==> src/rrts_pkg.sv <==
// Shared types and constants of the round-robin thread scheduler.
package rrts_pkg;

    localparam int CNT_W = 31;
    localparam logic [CNT_W-1:0] CNT_MAX = 31'h7FFF_FFFF;

    // Event codes
    typedef enum logic [2:0] {
        OP_TICK   = 3'd0,
        OP_SPAWN  = 3'd1,
        OP_TERM   = 3'd2,
        OP_BLOCK  = 3'd3,
        OP_RESUME = 3'd4,
        OP_SLEEP  = 3'd5,
        OP_QUERY  = 3'd6
    } t_op;

    // Result status codes
    typedef enum logic [2:0] {
        ST_OK        = 3'd0,
        ST_INVALID   = 3'd1,
        ST_FULL      = 3'd2,
        ST_NULL      = 3'd3,
        ST_BAD_SLEEP = 3'd4,
        ST_EXIT      = 3'd5
    } t_status;

    // Thread modes
    typedef enum logic [1:0] {
        MODE_READY = 2'd0,
        MODE_RUN   = 2'd1,
        MODE_BLOCK = 2'd2,
        MODE_SLEEP = 2'd3
    } t_mode;

    // Datapath actions issued by the controller
    typedef enum logic [4:0] {
        ACT_NONE,
        ACT_LOAD,
        ACT_RESET_ALL,
        ACT_SPAWN_START,
        ACT_SPAWN_STEP,
        ACT_SPAWN_TAKE,
        ACT_TERM,
        ACT_MODE,
        ACT_RESUME_PUSH,
        ACT_SLEEP,
        ACT_NQ_START,
        ACT_WAKE_STEP,
        ACT_REQUEUE,
        ACT_POP,
        ACT_RUN_WR,
        ACT_RM_START,
        ACT_RM_STEP,
        ACT_RM_END,
        ACT_RES_OUT
    } t_act;

    typedef struct packed {
        t_act    act;
        logic    set_status;
        t_status status;
        t_mode   mode;
    } t_dp_cmd;

    typedef struct packed {
        logic [2:0] op;
        logic       tid_valid;
        logic       tid_zero;
        t_mode      tid_mode;
        logic       tid_pend;
        logic       entry_zero;
        logic       full;
        logic       cur_zero;
        logic       nq_zero;
        logic       spawn_end;
        logic       spawn_free;
        logic       wake_done;
        logic       q_empty;
        logic       rm_done;
        logic       out_free;
    } t_dp_stat;

endpackage

==> src/rrts_ctrl.sv <==
// Controller state machine of the thread scheduler.
module rrts_ctrl (
    input  logic               i_clk,
    input  logic               i_rst_n,
    input  logic               i_in_valid,
    output logic               o_in_stall,
    input  rrts_pkg::t_dp_stat i_stat,
    output rrts_pkg::t_dp_cmd  o_cmd
);

    import rrts_pkg::*;

    typedef enum logic [11:0] {
        S_IDLE    = 12'b0000_0000_0001,
        S_DECODE  = 12'b0000_0000_0010,
        S_SPAWN   = 12'b0000_0000_0100,
        S_NQ      = 12'b0000_0000_1000,
        S_WAKE    = 12'b0000_0001_0000,
        S_POP_RD  = 12'b0000_0010_0000,
        S_POP     = 12'b0000_0100_0000,
        S_RUN_INC = 12'b0000_1000_0000,
        S_RM_INIT = 12'b0001_0000_0000,
        S_RM      = 12'b0010_0000_0000,
        S_RES_RD  = 12'b0100_0000_0000,
        S_RES     = 12'b1000_0000_0000
    } t_state;

    t_state r_state;
    t_state n_state;

    // State register
    always_ff @(posedge i_clk) begin
        if (!i_rst_n) begin
            r_state <= S_IDLE;
        end else begin
            r_state <= n_state;
        end
    end

    assign o_in_stall = (r_state != S_IDLE);

    // Next state and datapath commands
    always_comb begin
        n_state          = r_state;
        o_cmd.act        = ACT_NONE;
        o_cmd.set_status = 1'b0;
        o_cmd.status     = ST_OK;
        o_cmd.mode       = MODE_READY;
        case (r_state)
            S_IDLE: begin
                if (i_in_valid) begin
                    o_cmd.act = ACT_LOAD;
                    n_state   = S_DECODE;
                end
            end
            S_DECODE: begin
                n_state = S_RES_RD;
                case (i_stat.op)
                    OP_TICK: begin
                        n_state = S_NQ;
                    end
                    OP_SPAWN: begin
                        if (i_stat.entry_zero) begin
                            o_cmd.set_status = 1'b1;
                            o_cmd.status     = ST_NULL;
                        end else if (i_stat.full) begin
                            o_cmd.set_status = 1'b1;
                            o_cmd.status     = ST_FULL;
                        end else begin
                            o_cmd.act = ACT_SPAWN_START;
                            n_state   = S_SPAWN;
                        end
                    end
                    OP_TERM: begin
                        if (!i_stat.tid_valid) begin
                            o_cmd.set_status = 1'b1;
                            o_cmd.status     = ST_INVALID;
                        end else if (i_stat.tid_zero) begin
                            // main thread exit: back to reset state
                            o_cmd.act        = ACT_RESET_ALL;
                            o_cmd.set_status = 1'b1;
                            o_cmd.status     = ST_EXIT;
                        end else begin
                            o_cmd.act = ACT_TERM;
                            if (i_stat.tid_mode == MODE_RUN) begin
                                n_state = S_NQ;
                            end else if (i_stat.tid_mode == MODE_READY) begin
                                n_state = S_RM_INIT;
                            end
                        end
                    end
                    OP_BLOCK: begin
                        if (!i_stat.tid_valid || i_stat.tid_zero) begin
                            o_cmd.set_status = 1'b1;
                            o_cmd.status     = ST_INVALID;
                        end else begin
                            o_cmd.act  = ACT_MODE;
                            o_cmd.mode = MODE_BLOCK;
                            if (i_stat.tid_mode == MODE_RUN) begin
                                n_state = S_NQ;
                            end else if (i_stat.tid_mode == MODE_READY) begin
                                n_state = S_RM_INIT;
                            end
                        end
                    end
                    OP_RESUME: begin
                        if (!i_stat.tid_valid) begin
                            o_cmd.set_status = 1'b1;
                            o_cmd.status     = ST_INVALID;
                        end else if (i_stat.tid_mode == MODE_BLOCK) begin
                            if (i_stat.tid_pend) begin
                                o_cmd.act  = ACT_MODE;
                                o_cmd.mode = MODE_SLEEP;
                            end else begin
                                o_cmd.act = ACT_RESUME_PUSH;
                            end
                        end
                    end
                    OP_SLEEP: begin
                        if (i_stat.cur_zero || i_stat.nq_zero) begin
                            o_cmd.set_status = 1'b1;
                            o_cmd.status     = ST_BAD_SLEEP;
                        end else begin
                            o_cmd.act = ACT_SLEEP;
                            n_state   = S_NQ;
                        end
                    end
                    OP_QUERY: begin
                        if (!i_stat.tid_valid) begin
                            o_cmd.set_status = 1'b1;
                            o_cmd.status     = ST_INVALID;
                        end
                    end
                    default: ;
                endcase
            end
            S_SPAWN: begin
                if (i_stat.spawn_end) begin
                    o_cmd.set_status = 1'b1;
                    o_cmd.status     = ST_FULL;
                    n_state          = S_RES_RD;
                end else if (i_stat.spawn_free) begin
                    o_cmd.act = ACT_SPAWN_TAKE;
                    n_state   = S_RES_RD;
                end else begin
                    o_cmd.act = ACT_SPAWN_STEP;
                end
            end
            S_NQ: begin
                o_cmd.act = ACT_NQ_START;
                n_state   = S_WAKE;
            end
            S_WAKE: begin
                if (i_stat.wake_done) begin
                    o_cmd.act = ACT_REQUEUE;
                    n_state   = S_POP_RD;
                end else begin
                    o_cmd.act = ACT_WAKE_STEP;
                end
            end
            S_POP_RD: begin
                n_state = i_stat.q_empty ? S_RES_RD : S_POP;
            end
            S_POP: begin
                o_cmd.act = ACT_POP;
                n_state   = S_RUN_INC;
            end
            S_RUN_INC: begin
                o_cmd.act = ACT_RUN_WR;
                n_state   = S_RES_RD;
            end
            S_RM_INIT: begin
                o_cmd.act = ACT_RM_START;
                n_state   = S_RM;
            end
            S_RM: begin
                if (i_stat.rm_done) begin
                    o_cmd.act = ACT_RM_END;
                    n_state   = S_RES_RD;
                end else begin
                    o_cmd.act = ACT_RM_STEP;
                end
            end
            S_RES_RD: begin
                n_state = S_RES;
            end
            S_RES: begin
                if (i_stat.out_free) begin
                    o_cmd.act = ACT_RES_OUT;
                    n_state   = S_IDLE;
                end
            end
            default: begin
                n_state = S_IDLE;
            end
        endcase
    end

endmodule

==> config.mk <==
export PLATFORM = sky130hd
export DESIGN_NAME = rrts_ctrl
export DESIGN_NICKNAME = d
export VERILOG_FILES = /design/src/rrts_pkg.sv /design/src/rrts_ctrl.sv
export SDC_FILE = /design/constraint.sdc
export NUM_CORES = 1
export LEC_CHECK = 0
export ABC_AREA = 1
export CORE_AREA = 3 3 59 61
export CTS_BUF_LIST = sky130_fd_sc_hd__clkbuf_2 sky130_fd_sc_hd__clkbuf_4 sky130_fd_sc_hd__clkbuf_8
export DETAILED_ROUTE_END_ITERATION = 16
export DIE_AREA = 0 0 62 64
export DONT_BUFFER_PORTS = 1
export GPL_TIMING_DRIVEN = 0
export SYNTH_ARGS = -nofsm -noshare
export SYNTH_HDL_FRONTEND = slang
export SYNTH_SLANG_ARGS = --single-unit
==> constraint.sdc <==
create_clock -name i_clk -period 1.2 [get_ports i_clk]
set_clock_uncertainty 0.05 [all_clocks]
set_input_delay 0.06 -clock i_clk [delete_from_list [all_inputs] [get_ports i_clk]]
set_output_delay 0.06 -clock i_clk [all_outputs]
set_load 0.03 [all_outputs]
==> results of run 1 <==
-- cells by family (layout without fill, tap and decap cells) --
| logic type | Yosys count | in the layout | share of synthesized area |
|---|---|---|---|
| flip-flops | 12 | 12 | 0.203 |
| buffers and inverters | 33 | 76 | 0.105 |
| adder cells (fa/ha/maj) | 1 | 1 | 0.0106 |
| AND/OR/NAND/NOR | 129 | 129 | 0.582 |
| AO/OA/AOI/OAI | 20 | 20 | 0.0994 |
-- critical path: stages (launching register included) --
cell	delay, ps
dfxtp_4	380
nor2_4	130
nand2_4	90
nor2_4	190
nand2_2	120
o21ai_0	170
inv_1	70
nand4_1	280
-- routing by layer --
layer	routed length (µm)	global-route usage	vias up
met5	0	0	-
met1	1570	0.224	701
met4	46	0.0796	0
met2	2210	0.369	54
li1	-	-	718
met3	210	0.0404	5
-- layout make-up --
class | count | share of cell area
multi-input cells | 150 | 0.572
repair buffers | 40 | 0.188
flip-flops and latches | 12 | 0.134
inverters | 33 | 0.0664
well taps | 44 | 0.0278
clock buffers | 3 | 0.0114
-- where the power goes --
group          switching [µW]  internal (µW)
clock network             144            116
registers                41.6            421
logic                     498            377
total                     684            914
-- cell usage after synthesis (all sizes together) --
cell / instances
o21bai: 1
and2: 1
nand3: 18
nor2: 40
a31oi: 1
clkinv: 1
dfxtp: 12
o31ai: 1
o2111ai: 1
nand4: 5
nor3: 14
nand3b: 2
ha: 1
nand2: 49
inv: 32
a21oi: 9
o21ai: 7
-- worst paths after layout --
path / from / to / slack, ps / depth (start not counted)
worst max-delay path: r_state[0] / o_cmd[6] / -620 / 7
worst min-delay path: i_stat[9] / r_state[2] / -40 / 3
worst min register to register: r_state[4] / r_state[6] / 560 / 3
worst max register to register: r_state[9] / r_state[10] / -480 / 11
-- stage by stage --
step                      setup WS [ps]   util  total power (µW)  cells
after floorplan                    -197      -               885    195
after global placement             -349  0.432               944    239
after detailed placement           -350  0.432               955    239
after CTS                          -580  0.554              1350    270
after global routing               -705  0.653              1690    282
final                              -621  0.653              1600    282
-- timing repair --
item | CTS | global route
setup endpoints to repair | 19 | 24
gates resized for setup | 34 | 53
hold buffers | 7 | 1
setup buffers | 21 | 12
pin swaps | 18 | 25
hold endpoints to repair | 6 | 2
==> impl_results.md, run 1 <==
* Synth area leaders: dfxtp_1 20%, nand2_1 13%, inv_1 8.9%, nor2_1 8.9%, nand3_1 7.2%
* Die area at 3970 µm²
* Crit path kind: reg -> out
* Latest clock arrival within the worst-skew pair at 280 ps
* Post-Syn Area per Cell at 6.07 µm²
* Synth warnings at 0
* Drt initial violations at 70
* Largest register by flop count: r_state
* Max_cap viols at 0
* Failing checks: hold timing, setup timing
* Max Root-Sink Buffers at 2
* Vias at 1478
* Die height at 64 µm
* Final ANT Viol Nets at 0
* Final hold vios at 1
* Setup Total Neg Slack at -8970 ps
* PortBufs at 0
* IO Pins at 33
* Core area at 3030 µm²
* Worst-path clk slew at 80 ps
* Worst slew margin at 0.672
* Detailed Place HPWL at 2590 µm
* Minimum period implied by the final worst setup slack at 1820 ps
* Routed WL per cell at 14.3 µm
* Syn Inst Count at 195
* Peak Freq at about 550 MHz
* Synth area leader: dfxtp_1
* Top cell type's share of synthesized area at 0.203
* HP Class: in -> reg
* Share of post-route cells with drive strength above 1 at 0.504
* Pwr dens at 808 nW/µm²
* Critical path launch point type: flop
* Chip width at 62 µm
* First-pass GRT wire length at 6270 µm
* H-tree Lvls at 1
* Status: complete, but fails checks
* Worst vdd ir at 0.302 mV
* CP max FO at 5
* # setup viols final at 23
* Setup crit end kind: primary output
* Rows at 20
* FF/Latch Area at 265 µm²
* Vias in the first global route at 1465
* Design area at 1980 µm²
* Final setup margin at -621 ps
* GRT overflow at 0
* RSZ-0062 raised after global routing: true
* GRT Util Overall at 0.205
* TritonCTS Buffers at 3
* Arrival @ worst endpoint at between 1500 and 2000 ps
* Slew @ Worst Pin at approximately 490 ps
* Max FFs per register at 12
* Area grow syn2layout at 67.1%
* Initial antenna violation count at 0
* Clk sinks at 12
* Most common cell after layout, fill and taps aside: nand2_1
* Hold slack at -37.6 ps
* Gpl congestion at around 0.79
* Final Cycle Share at 1.52
* Max Slew Vio Count at 0
* Vias per cell at 5.24
* Mapped Area at 1180 µm²
* CTS tree: done
* Filler Cell Count at 232
* Net count after synthesis at 217
* CTS root buf: clkbuf_4
* Initial core utilization at 0.391
* Yosys cell types at 29
* Critical Path RT at 1090 ps
* Biggest regs: r_state (12)
* Area post-placement at 1310 µm²
* P_leak at 0.000902 µW
* Antenna diode count at 0
* FF+latch count, synth at 12
* Multi-input logic area at approximately 1100 µm²
* Residual DRC count at 0
* Seq/Total Area, Yosys at 0.203
* Drt pass-1 iters at 4
* Final wirelength at roughly 4000 µm
* Commonest non-fill, non-tap cells in the layout: 30 x nand2_1, 24 x inv_1, 18 x nor2_1, 18 x buf_4, 15 x nor2_4
* Largest net degree at the start of global routing at 11
* Final nets at between 200 and 300
No activity file was read; power rests on OpenSTA's default activity.
==> run 2, diff against run 1 <==
- ABC_AREA: 1 -> unset
==> run 2 against run 1 <==
- the flow finishes with violations (setup timing)
- sequential share of layout area is 0.19 points higher
- area after synthesis is 0.95% lower
- worst setup slack worse by 570 ps
- global-route usage rose by 3.0 points
- non-clock buffer count increased by 1
- critical path type unchanged
- synthesized cell count fell by 15%
- total power fell by 20%
==> impl_results.md, run 2 <==
* Crit path cell chain: or4_4 -> or4_4 -> o32a_1 -> o211ai_1 (was nor2_4 -> nand2_4 -> nor2_4 -> nand2_2 -> o21ai_0 -> inv_1 -> nand4_1)
* IO Pins at 33 (unchanged)
* Largest incremental delay on the critical path at 560 ps (was 380 ps)
* Most frequent cell after synthesis: nor2_1 (was nand2_1)
* Biggest regs: r_state (12) (unchanged)
* Post-Syn Area per Cell at 7.06 µm² (was 6.07 µm²)
* Setup Total Neg Slack at -19050 ps (was -8970 ps)
* P_leak at 0.000692 µW (was 0.000902 µW)
* Final wirelength at 4310 µm (was 4040 µm)
* Vias at 1432 (was 1478)
* End of the critical path: o_cmd[6] (unchanged)
* Peak Freq at 418 MHz (was 549 MHz)
* Sw Share at 0.362 (was 0.428)
* Core area at 3030 µm² (unchanged)
* Drt initial violations at 65 (was 70)
* Final hold vios at 0 (was 1)
* Commonest cells in the synthesized netlist: 22 x nor2_1, 12 x dfxtp_1, 12 x nand2_1 (was 40 x nand2_1, 28 x inv_1, 28 x nor2_1)
* Ys async rst share at 0 (unchanged)
* Vias in the first global route at 1492 (was 1465)
* Latest clock arrival within the worst-skew pair at 280 ps (about the same)
* Largest net degree at the start of global routing at 11 (unchanged)
* Clock network power share at 0.268 (was 0.163)
* Synth warnings at 0 (unchanged)
* Die height at 64 µm (unchanged)
* Yosys cell types at 46 (was 29)
* Reg2Reg Launch Point: r_state[4] (was r_state[9])
* CP max-delay cell: or4_4 (was dfxtp_4)
* PortBufs at 0 (unchanged)
* Crit path from: r_state[4] (was r_state[0])
* Arrival @ worst endpoint at 2280 ps (was 1710 ps)
* Status: complete, but fails checks (unchanged)
* First-pass GRT wire length at 7090 µm (was 6270 µm)
* Top cell type's share of synthesized area at 0.205 (was 0.203)
* # setup viols final at 24 (was 23)
* TritonCTS Buffers at 3 (unchanged)
* Worst vdd ir at 0.295 mV (was 0.302 mV)
* Crit path kind: reg -> out (unchanged)
* Commonest non-fill, non-tap cells in the layout: 17 x buf_4, 17 x nor2_1, 9 x dlygate4sd3_1, 9 x buf_6 (was 30 x nand2_1, 24 x inv_1, 18 x nor2_1, 18 x buf_4, 15 x nor2_4)
* Slew @ Worst Pin at 721 ps (was 489 ps)
* Final ANT Viol Nets at 0 (unchanged)
* Minimum period implied by the final worst setup slack at 2390 ps (was 1820 ps)
* Max FFs per register at 12 (unchanged)
* Drt pass-1 iters at 4 (unchanged)
* Area grow syn2layout at 62.4% (was 67.1%)
* Worst slew margin at 0.517 (was 0.672)
* Final Cycle Share at 1.99 (was 1.52)
* CTS root buf: clkbuf_4 (unchanged)
* GRT overflow at 0 (unchanged)
* Initial core utilization at 0.387 (was 0.391)
* Area post-placement at 1410 µm² (was 1310 µm²)
* Final nets at 224 (was 262)
* Residual DRC count at 0 (unchanged)
* CTS tree: done (unchanged)
* Layout Cells excl Fill at 245 (was 282)
* Die area at 3970 µm² (unchanged)
* Synth area leaders: dfxtp_1 20%, nor2_1 7.0%, o21ai_0 4.3%, nand2_1 3.8%, or4_1 3.8% (was dfxtp_1 20%, nand2_1 13%, inv_1 8.9%, nor2_1 8.9%, nand3_1 7.2%)
* Max Root-Sink Buffers at 2 (unchanged)
* Internal power at 819 µW (was 914 µW)
* EDFF count, synth at 0 (unchanged)
* Final core occ at 0.629 (was 0.653)
* Failing checks: setup timing (was hold timing, setup timing)
* DP Worst Slack at -1120 ps (was -350 ps)
* Share of post-route cells with drive strength above 1 at 0.418 (was 0.504)
* Switching power total at 465 µW (was 684 µW)
* Filler Cell Count at 245 (was 232)
* Chip width at 62 µm (unchanged)
* Routed WL per cell at 17.6 µm (was 14.3 µm)
* Synth area leader: dfxtp_1 (unchanged)
* Combinational power share at 0.396 (was 0.548)
* CP most frequent cell: or4_4 (was nor2_4)
* Critical Path RT at 1090 ps (about the same)
* Part of the power in registers at 0.336 (was 0.289)
* Final setup margin at -1190 ps (was -621 ps)
* RSZ-0062 raised after global routing: true (unchanged)
* Seq/Total Area, Yosys at 0.205 (was 0.203)
* Max Slew Vio Count at 0 (unchanged)
* Antenna diode count at 0 (unchanged)
* HP Class: in -> reg (unchanged)
* Rows at 20 (unchanged)
* Syn Inst Count at 166 (was 195)
* Critical path launch point type: flop (unchanged)
* H-tree Lvls at 1 (unchanged)
* FF+latch count, synth at 12 (unchanged)
* Pwr dens at 675 nW/µm² (was 808 nW/µm²)
* Vias per cell at 5.84 (was 5.24)
* Setup crit end kind: primary output (unchanged)
* RR Endpoint: r_state[0] (was r_state[10])
* Worst-path clk slew at 90 ps (was 80 ps)
* Ys flop type: dfxtp_1 (unchanged)
* Detailed Place HPWL at 2830 µm (was 2590 µm)
* Gpl congestion at 0.906 (was 0.790)
* Clk sinks at 12 (unchanged)
* Design area at 1900 µm² (was 1980 µm²)
* Mapped Area at 1170 µm² (was 1180 µm²)
* FF-to-FF path depth at 6 (was 11)
* R2r setup slk at -1110 ps (was -480 ps)
* CP max FO at 3 (was 5)
* Net count after synthesis at 188 (was 217)
* Largest register by flop count: r_state (unchanged)
* Initial antenna violation count at 0 (unchanged)
* DP Cell Count at 210 (was 239)
* GRT Util Overall at 0.235 (was 0.205)
* Max_cap viols at 0 (unchanged)
## run 2: cell types whose count changed after synthesis, sizes merged, moves of 7 or more
cell | previous run | this run
nand3 | 18 | 3
nor2 | 40 | 22
nor3 | 14 | 5
nand2 | 49 | 12
inv | 32 | 8
or4 | 0 | 7
clkbuf | 0 | 8
## run 2: layer usage
metal	routed length, µm	up-vias	GRT usage
li1	-	699	-
met1	1680	674	0.271
met2	2250	51	0.407
met3	294	8	0.0485
met4	85	0	0.0902
met5	0	-	0
## run 2: worst max-delay path, delay by kind of cell, from the launching register on
kind	cells	cell delay, ps
simple gates	2	1110
flops	1	360
compound gates	2	520
## run 2: worst min-delay path by stage
| stage | from | to | cells past startpoint |
|---|---|---|---|
| floorplan | i_stat[2] | r_state[6] | 1 |
| global placement | i_stat[2] | r_state[6] | 1 |
| detailed placement | i_stat[2] | r_state[6] | 1 |
| CTS | i_in_valid | r_state[0] | 2 |
| global route | i_in_valid | r_state[0] | 2 |
| finish | i_stat[2] | r_state[10] | 4 |
## run 2: logic make-up after synthesis
logic type / after synthesis / synth area share
adder cells (fa/ha/maj): 1 / 0.0107
AO/OA/AOI/OAI: 35 / 0.196
flip-flops: 12 / 0.205
buffers and inverters: 18 / 0.0608
XOR/XNOR: 1 / 0.00747
AND/OR/NAND/NOR: 94 / 0.476
multiplexers: 5 / 0.0438
## run 2: timing repair
item                       CTS  global route
setup endpoints to repair   24            24
hold buffers                 9             0
gates resized for setup     37            18
hold endpoints to repair    10             0
setup buffers               20             6
pin swaps                   15            12
## run 2: area by class of cell
cell class	instances	area [µm²]	area share
Buffer	6	48.8	0.0256
Clock buffer	4	36.3	0.0191
Timing Repair Buffer	35	332	0.174
Sequential cell	12	259	0.136
Inverter	8	30.0	0.0158
Tap cell	44	55.1	0.0289
Multi-Input combinational cell	136	1140	0.601
## run 2: power by group through the flow
stage / sequential (µW) / clock [µW] / combinational, µW
after floorplan: 438 / 0 / 286
after global placement: 442 / 0 / 333
after detailed placement: 441 / 0 / 336
after CTS: 431 / 347 / 471
after global routing: 433 / 366 / 539
final: 431 / 344 / 509
## run 2: per-stage QoR
stage,hold WS [ps],total power [µW]
final,60.2,1280
after global routing,48.4,1340
after CTS,12.6,1250
after detailed placement,93.7,778
after global placement,85.2,775
after floorplan,80.0,724
==> run 3, diff against run 2 <==
- SKIP_CTS_REPAIR_TIMING: unset -> 1
==> run 3 against run 2 <==
- the flow finishes with violations (hold timing, setup timing)
- hold slack got worse by 160 ps
- final area decreased by 0.92%
- sequential cell count unchanged
- maximum frequency decreased by 2.8%
- routed wire length decreased by 2.4%
- critical path type unchanged
- critical endpoint unchanged
- largest cell class unchanged
- highest routed layer unchanged
==> impl_results.md, run 3 (synthesized netlist as in run 2, its figures left out) <==
* Initial core utilization at 0.387 (unchanged)
* Clk sinks at 12 (unchanged)
* TritonCTS Buffers at 3 (unchanged)
* Final setup margin at -1260 ps (was -1190 ps)
* Worst slew margin at 0.490 (was 0.517)
* Layout Cells excl Fill at 244 (was 245)
* Rows at 20 (unchanged)
* Commonest non-fill, non-tap cells in the layout: 22 x buf_4, 17 x nor2_1, 8 x inv_1, 8 x nand2_1 (was 17 x buf_4, 17 x nor2_1, 9 x dlygate4sd3_1, 9 x buf_6)
* Largest delay share family, worst path: simple AND/OR/NAND/NOR gates (unchanged)
* Worst vdd ir at 0.326 mV (was 0.295 mV)
* Status: complete, but fails checks (unchanged)
* Final Cycle Share at 2.05 (was 1.99)
* Overall Power at 1310 µW (was 1280 µW)
* Initial antenna violation count at 0 (unchanged)
* CP most frequent cell: or4_4 (unchanged)
* Peak Freq at 407 MHz (was 418 MHz)
* Filler Cell Count at 245 (unchanged)
* IO Pins at 33 (unchanged)
* Die height at 64 µm (unchanged)
* Slew @ Worst Pin at 762 ps (was 721 ps)
* Residual DRC count at 0 (unchanged)
* Latest clock arrival within the worst-skew pair at 290 ps (was 280 ps)
* CTS root buf: clkbuf_4 (unchanged)
* Failing checks: hold timing, setup timing (was setup timing)
* HP Class: in -> reg (unchanged)
* GRT Util Overall at 0.198 (was 0.235)
* Critical path launch point type: flop (unchanged)
* Biggest regs: r_state (12) (unchanged)
* CP max FO at 7 (was 3)
* Minimum period implied by the final worst setup slack at 2460 ps (was 2390 ps)
* Most common cell after layout, fill and taps aside: buf_4
* FF/Latch Area at 253 µm² (was 259 µm²)
* Setup Total Neg Slack at -18990 ps (was -19050 ps)
* Final nets at 223 (was 224)
* Die area at 3970 µm² (unchanged)
* Multi-input logic area at 1170 µm² (was 1140 µm²)
* Critical Path RT at 1090 ps (about the same)
* Worst path bufs/invs at 1 (was 0)
* H-tree Lvls at 1 (unchanged)
* Max FFs per register at 12 (unchanged)
* Pwr dens at 693 nW/µm² (was 675 nW/µm²)
* Vias at 1467 (was 1432)
* Hold slack at -98.9 ps (was 60.2 ps)
* Largest net degree at the start of global routing at 11 (unchanged)
* Routed WL per cell at 17.2 µm (was 17.6 µm)
* Crit path kind: reg -> out (unchanged)
* GRT overflow at 0 (unchanged)
* CTS tree: done (unchanged)
* Detailed Place HPWL at 2830 µm (unchanged)
* Vias per cell at 6.01 (was 5.84)
* Area grow syn2layout at 60.9% (was 62.4%)
* Max Slew Vio Count at 0 (unchanged)
* Drt initial violations at 85 (was 65)
* CP max-delay cell: or4_4 (unchanged)
* Max Root-Sink Buffers at 2 (unchanged)
* RSZ-0062 raised after global routing: true (unchanged)
* Setup crit end kind: primary output (unchanged)
* Chip width at 62 µm (unchanged)
* Crit path cell chain: buf_8 -> or4_4 -> or4_4 -> o32a_1 -> o211ai_1 (was or4_4 -> or4_4 -> o32a_1 -> o211ai_1)
* # setup viols final at 24 (unchanged)
* DP Cell Count at 210 (unchanged)
* PortBufs at 0 (unchanged)
* Largest register by flop count: r_state (unchanged)
* Antenna diode count at 0 (unchanged)
* First-pass GRT wire length at 6020 µm (was 7090 µm)
* Vias in the first global route at 1285 (was 1492)
* Largest incremental delay on the critical path at 540 ps (was 560 ps)
* Max_cap viols at 0 (unchanged)
* P_leak at 0.000699 µW (was 0.000692 µW)
* DP Worst Slack at -1120 ps (unchanged)
* Arrival @ worst endpoint at 2350 ps (was 2280 ps)
* Share of post-route cells with drive strength above 1 at 0.430 (was 0.418)
* Final ANT Viol Nets at 0 (unchanged)
* Drt pass-1 iters at 4 (unchanged)
* Gpl congestion at 0.906 (unchanged)
* Core area at 3030 µm² (unchanged)
* Final hold vios at 2 (was 0)
* Worst-path clk slew at 90 ps (about the same)
* Final wirelength at 4210 µm (was 4310 µm)
[run 3: stage by stage]
step | instance area (µm²) | utilization
detailed placement | 1410 | 0.467
finish | 1890 | 0.623
CTS | 1450 | 0.479
global placement | 1410 | 0.467
global route | 1890 | 0.623
floorplan | 1360 | -
[run 3: where the power goes]
group / internal [µW] / switching, µW / total, µW
combinational: 232 / 295 / 527
clock: 185 / 161 / 346
sequential: 414 / 21.3 / 435
[run 3: final timing paths]
check | startpoint | end | slack, ps | cells past startpoint
hold / removal | i_stat[3] | r_state[5] | -100 | 2
hold reg to reg | r_state[6] | r_state[5] | 660 | 3
setup / recovery | r_state[10] | o_cmd[6] | -1260 | 5
setup reg to reg | r_state[1] | r_state[0] | -1030 | 6
[run 3: cell type report]
class	count	area share
Timing Repair Buffer	33	0.151
Inverter	8	0.0159
Clock buffer	4	0.0192
Sequential cell	12	0.134
Tap cell	44	0.0292
Multi-Input combinational cell	136	0.620
Buffer	7	0.0312
[run 3: metal layers]
layer | wire length, µm | global-route usage
met5 | 0 | 0
met4 | 178 | 0.0769
met3 | 399 | 0.0485
met2 | 2090 | 0.324
met1 | 1540 | 0.239
